`src/design/esa_pkg.sv`:
```
// ----------------------------------------------------------------------------
// esa_pkg
// Shared types and constants of the eased scroll animator: channel payloads,
// command codes, register indexes, state machine encodings and the
// interface records between the core and its easing unit.
// ----------------------------------------------------------------------------
package esa_pkg;

  // Command codes of an input item.
  localparam logic [2:0] CMD_MOVE_BY = 3'd0;
  localparam logic [2:0] CMD_MOVE_TO = 3'd1;
  localparam logic [2:0] CMD_JUMP    = 3'd2;
  localparam logic [2:0] CMD_TICK    = 3'd3;
  localparam logic [2:0] CMD_CANCEL  = 3'd4;

  // Register word indexes on the configuration port (byte address = 4 * index).
  localparam int unsigned APB_ADDR_W = 3;
  localparam logic REG_SMOOTH_ENABLE = 1'b0;
  localparam logic REG_DURATION_MS   = 1'b1;

  // Register reset values.
  localparam logic        SMOOTH_RESET   = 1'b1;
  localparam logic [15:0] DURATION_RESET = 16'd150;

  // Easing arithmetic: t is Q0.16, one is 2^16.
  localparam logic [16:0] ONE_Q16     = 17'h10000;
  localparam int unsigned DIV_STEPS   = 16;
  localparam int unsigned DIV_CNT_W   = $clog2(DIV_STEPS);
  localparam int unsigned MUL_A_W     = 33;
  localparam int unsigned MUL_B_W     = 17;
  localparam int unsigned MUL_P_W     = MUL_A_W + MUL_B_W;

  // Input item payload.
  typedef struct packed {
    logic        [2:0]  cmd;
    logic signed [31:0] amount;
    logic signed [31:0] bound_a;
    logic signed [31:0] bound_b;
    logic signed [31:0] current_pos;
    logic        [31:0] now_ms;
  } esa_req_t;

  // Result item payload.
  typedef struct packed {
    logic               write_valid;
    logic signed [31:0] position;
    logic               accepted;
    logic               busy_res;
  } esa_rsp_t;

  // Request from the core to the easing unit.
  typedef struct packed {
    logic               start;
    logic        [15:0] elapsed;
    logic        [15:0] dur;
    logic signed [31:0] glide_start;
    logic signed [31:0] glide_target;
  } ease_req_t;

  // Answer of the easing unit.
  typedef struct packed {
    logic               done;
    logic signed [31:0] position;
  } ease_rsp_t;

  // Sequencer of the core.
  typedef enum logic [3:0] {
    S_IDLE,
    S_ORDER,
    S_BASE,
    S_SUM,
    S_CLAMP,
    S_DECIDE,
    S_TIME,
    S_EASE,
    S_DELIVER
  } core_state_t;

  // Sequencer of the easing unit.
  typedef enum logic [2:0] {
    E_IDLE,
    E_DIV,
    E_SQUARE,
    E_CUBE,
    E_EASE,
    E_STEP,
    E_ADD
  } ease_state_t;

endpackage

```
`src/design/esa_ease_unit.sv`:
```
// ----------------------------------------------------------------------------
// esa_ease_unit
// Iterative ease-out cubic evaluator. A restoring divider forms
// t = elapsed * 2^16 / dur one bit per cycle, then one shared 33x17
// multiplier is used three times: u*u, u^2*u and |diff|*eased.
// ----------------------------------------------------------------------------
module esa_ease_unit (
  input  logic              clk,
  input  logic              rst,
  input  esa_pkg::ease_req_t req,
  output esa_pkg::ease_rsp_t rsp
);

  esa_pkg::ease_state_t state;
  esa_pkg::ease_state_t state_next;

  logic [15:0]                     dur;
  logic [15:0]                     rem;
  logic [15:0]                     quot;
  logic [esa_pkg::DIV_CNT_W-1:0]   cnt;
  logic signed [31:0]              start;
  logic signed [31:0]              target;
  logic signed [32:0]              diff;
  logic [32:0]                     mag;
  logic [16:0]                     eased;
  logic [esa_pkg::MUL_P_W-1:0]     prod;
  logic                            done;
  logic signed [31:0]              position;

  logic [16:0]                     u;
  logic [16:0]                     rem_dbl;
  logic                            div_bit;
  logic                            div_last;
  logic [esa_pkg::MUL_A_W-1:0]     mul_a;
  logic [esa_pkg::MUL_B_W-1:0]     mul_b;
  logic                            mul_en;
  logic [32:0]                     step;
  logic signed [32:0]              start_ext;
  logic signed [32:0]              sum;

  // One restoring division step and the complement of t.
  assign rem_dbl  = {rem, 1'b0};
  assign div_bit  = (rem_dbl >= {1'b0, dur});
  assign div_last = (cnt == esa_pkg::DIV_CNT_W'(esa_pkg::DIV_STEPS - 1));
  assign u        = esa_pkg::ONE_Q16 - {1'b0, quot};

  // Final add, truncated toward the start position.
  assign step      = prod[48:16];
  assign start_ext = {start[31], start};
  assign sum       = diff[32] ? (start_ext - $signed(step)) : (start_ext + $signed(step));

  // Next state.
  always_comb begin
    state_next = state;
    case (state)
      esa_pkg::E_IDLE:   if (req.start) state_next = esa_pkg::E_DIV;
      esa_pkg::E_DIV:    if (div_last) state_next = esa_pkg::E_SQUARE;
      esa_pkg::E_SQUARE: state_next = esa_pkg::E_CUBE;
      esa_pkg::E_CUBE:   state_next = esa_pkg::E_EASE;
      esa_pkg::E_EASE:   state_next = esa_pkg::E_STEP;
      esa_pkg::E_STEP:   state_next = esa_pkg::E_ADD;
      esa_pkg::E_ADD:    state_next = esa_pkg::E_IDLE;
      default:           state_next = esa_pkg::E_IDLE;
    endcase
  end

  // Operand selection of the shared multiplier.
  always_comb begin
    mul_en = 1'b0;
    mul_a  = '0;
    mul_b  = '0;
    case (state)
      esa_pkg::E_SQUARE: begin
        mul_en = 1'b1;
        mul_a  = {16'b0, u};
        mul_b  = u;
      end
      esa_pkg::E_CUBE: begin
        mul_en = 1'b1;
        mul_a  = prod[32:0];
        mul_b  = u;
      end
      esa_pkg::E_STEP: begin
        mul_en = 1'b1;
        mul_a  = mag;
        mul_b  = eased;
      end
      default: begin
        mul_en = 1'b0;
      end
    endcase
  end

  // Control registers.
  always_ff @(posedge clk) begin
    if (rst) begin
      state <= esa_pkg::E_IDLE;
      done  <= 1'b0;
      cnt   <= '0;
    end else begin
      state <= state_next;
      done  <= (state == esa_pkg::E_ADD);
      if (state == esa_pkg::E_DIV) begin
        cnt <= cnt + 1'b1;
      end else begin
        cnt <= '0;
      end
    end
  end

  // Datapath registers.
  always_ff @(posedge clk) begin
    case (state)
      esa_pkg::E_IDLE: begin
        if (req.start) begin
          rem    <= req.elapsed;
          dur    <= req.dur;
          quot   <= '0;
          start  <= req.glide_start;
          target <= req.glide_target;
        end
      end
      esa_pkg::E_DIV: begin
        rem  <= div_bit ? 16'(rem_dbl - {1'b0, dur}) : rem_dbl[15:0];
        quot <= {quot[14:0], div_bit};
      end
      esa_pkg::E_SQUARE: begin
        diff <= {target[31], target} - {start[31], start};
      end
      esa_pkg::E_EASE: begin
        eased <= esa_pkg::ONE_Q16 - prod[48:32];
        mag   <= diff[32] ? 33'(-diff) : diff;
      end
      esa_pkg::E_ADD: begin
        position <= sum[31:0];
      end
      default: begin
      end
    endcase
    if (mul_en) begin
      prod <= mul_a * mul_b;
    end
  end

  assign rsp.done     = done;
  assign rsp.position = position;

endmodule
```
`config.mk`:
```
export PLATFORM = sky130hd
export DESIGN_NAME = esa_ease_unit
export DESIGN_NICKNAME = d
export VERILOG_FILES = /design/src/design/esa_pkg.sv /design/src/design/esa_ease_unit.sv
export SDC_FILE = /design/constraint.sdc
export NUM_CORES = 2
export LEC_CHECK = 0
export BUFFER_PORTS_ARGS = -buffer_cell sky130_fd_sc_hd__clkbuf_2
export CAP_MARGIN = 20
export CORE_ASPECT_RATIO = 2
export CORE_MARGIN = 4
export CORE_UTILIZATION = 40
export CTS_CLUSTER_DIAMETER = 50
export DETAILED_ROUTE_END_ITERATION = 12
export GPL_TIMING_DRIVEN = 0
export PLACE_DENSITY_LB_ADDON = 0.15
export SLEW_MARGIN = 20
export SYNTH_ARGS = -nofsm -noshare
export SYNTH_HDL_FRONTEND = slang
export SYNTH_SLANG_ARGS = --single-unit
```
`constraint.sdc`:
```
create_clock -name clk -period 13.38 [get_ports clk]
set_input_delay 1.338 -clock clk [delete_from_list [all_inputs] [get_ports clk]]
set_output_delay 1.338 -clock clk [all_outputs]
set_load 0.1 [all_outputs]
```
==> results.ini <==
[detailed_routing]
drtAntennaViolNets = 0
drcViolationCount = 0
dr.pass1.iters = 6
via_per_inst = 5.36
wl_per_cell_microns = 23.3
drt_iter0_markers = 1424
wl_mm = 110
vias = 25300

[critical_path]
crit_end = prod[40]
cp_num_buf_inv = 7
reg2regPathDepth = 30
cp_common_cell = fa_1
crit_start = quot[0]
end_kind = flop
regToRegStartpoint = quot[0]
r2r_end = prod[40]
ff2ff_setup_slack_ns = 1.68
startpoint_type = flop
worstPathArrival_ns = 12.02
worstSetupPathType = reg -> reg
critical_path_depth = 30
cp_slowest_stage_delay_ns = 1.08
worstPathMaxFanout = 10
critPathSlowestCell = a2111oi_0
crit_family = adder cells
worstPathRequired_ns = 13.70

[yosys]
yosysWarnings = 0
synth.distinct_cells = 93
syn_avg_cell_area_sq_um = 9.60
syn_area_sq_um = 33100
seq_area_frac_synth = 0.255
async_reset_ff_frac = 0
synth_edf_count = 276
ys_ff_latch = 284
yosys_most_used_dff = edfxtp_1
synth_fp_nets = 4218
synth_cells = 3449

[flow_run]
maxCapViolCount = 0

[finish]
multi_input_area_sq_um = 21700
areaGrowthSynthToFinish_pct = 9.40
layout_common_cells = 648 x inv_1, 481 x nand2_1, 466 x fa_1, 276 x edfxtp_1, 273 x nor2_1
nets = 4404
fill_cells = 8244
antenna_cells = 0
seq_area_sq_um = 8450
fin_util = 0.440
fin_cells = 4711
layout_commonest_cell = inv_1
final_area_sq_um = 36200
drive_gt1_frac = 0.0742

[placement]
dp_worst_setup_slack_ns = 2.01
placed_cell_area_sq_um = 35300
place_inst = 4663
port_buffers = 130
dp_hpwl_mm = 93.5
gp_congestion = 1.03

[power_and_ir_drop]
p_int_mw = 1.58
switchingPower_mw = 0.565
combinationalPowerShare = 0.147
power.total_mw = 2.15
power_frac_seq = 0.483
p_leak_nw = 16.1
power_frac_clock = 0.370
p_per_area_nw_per_um2 = 59.3
p_sw_frac = 0.263
ir_drop_mv = 0.118

[clocking]
path_clk_slew_ns = 0.07
post_cts_buffers = 0
cts_buffers = 25
cts_htree_levels = 1
cts_tree = done
cts_resized = 0
cts_root_buf = clkbuf_16
clock_sinks = 284
clockBufferDepth = 3
clkLatencyLatePin_ns = 0.58
cts_hold_buf = 0

[timing]
fin_tns_setup_ns = 0
fin_crit_sh = 0.875
finalWorstSetupSlack_ns = 1.68
hold_ws_ns = 0.482
maxSlewViolCount = 0
maxSlewHeadroom = 0.204
fin_skew_ns = 0.0169
max_freq_mhz = 85.5
finalSetupViolCount = 0
finalHoldViolations = 0
tightestPinTransition_ns = 1.19
rsz0062_at_grt = no
fin_crit_ns = 11.70

[grt]
grt_max_degree = 33
grt_pass1_wl_mm = 166
grt_pass1_vias = 27800
grt_usage = 0.251
grt-ovfl-total = 0
grt_antenna_before_repair = 1

[floorplan]
die_h_microns = 415
start_util = 0.402
design.die.area_sq_um = 87700
io_pins = 132
core_sq_um = 82400
num_rows = 149
die_width_microns = 211

[min_path]
min_path_type = reg -> reg
hold_depth = 1

[outcome]
outcome = finished clean

## per-layer routing
layer / GRT usage / part of all wire / routed length (microns)
met1: 0.235 / 0.31 / 33500
met2: 0.479 / 0.55 / 59900
met3: 0.0240 / 0.038 / 4150
met4: 0.206 / 0.11 / 12000
met5: 0 / 0.00012 / 13
## cell usage after synthesis (20+ instances only)
cell type	n	area, sq um
clkbuf_1	100	375
ha_1	204	2550
xor2_1	48	420
a31oi_1	20	125
nor2b_1	22	138
o21a_1	22	165
xnor2_1	144	1260
a22oi_1	38	285
nor2_1	273	1020
a22o_1	59	517
edfxtp_1	276	8290
nand3_1	36	180
a21o_1	57	428
a21oi_1	121	606
fa_1	466	9330
o21ai_0	67	335
nor3_1	35	175
nand2_1	481	1810
and2_1	24	150
and3_1	23	144
inv_1	648	2430
## state kept, by name, summed over array words and instances, names as in the netlist
register  flops
cnt           4
diff         33
done          1
dur          16
eased        17
mag          33
position     32
prod         49
quot         16
rem          16
start        32
state         3
target       32
## final cells by class
class | count | share of cell area
clock inverter | 16 | 0.00618
timing repair buffer | 159 | 0.0243
buffer | 137 | 0.0164
inverter | 649 | 0.0672
sequential | 284 | 0.233
multi-input combinational | 2379 | 0.598
clock buffer | 30 | 0.0181
tap | 1057 | 0.0365
## logic make-up after synthesis
group / Yosys count / synth area share
multiplexers: 15 / 0.00453
buffers and inverters: 786 / 0.0914
adder cells (fa/ha/maj): 670 / 0.359
flip-flops: 284 / 0.255
AND/OR/NAND/NOR: 986 / 0.131
AO/OA/AOI/OAI: 515 / 0.108
XOR/XNOR: 193 / 0.0513
## worst register-to-register path: cells and delay by family, from the launching register on
family | cells | cell delay (ns)
simple gates | 6 | 1.29
compound gates | 7 | 3.14
buf+inv | 7 | 2.14
flops | 1 | 0.55
fa+ha+maj | 8 | 3.66
xor+xnor | 2 | 0.67
## how the worst min path moves through the flow
stage                     slack (ns)      to   start
final                           0.48  cnt[0]  cnt[0]
after global routing            0.51  cnt[0]  cnt[0]
after CTS                       0.49  cnt[0]  cnt[0]
after detailed placement        0.48  cnt[0]  cnt[0]
after global placement          0.47  cnt[0]  cnt[0]
after floorplan                 0.43  cnt[0]  cnt[0]
## power by group through the flow
stage	Combinational [mW]	Sequential, mW	Clock, mW
floorplan	0.228	1.05	0
global placement	0.313	1.06	0
detailed placement	0.317	1.06	0
CTS	0.319	1.04	0.818
global route	0.353	1.04	0.849
finish	0.317	1.04	0.794
No activity file was read; power rests on OpenSTA's default activity.
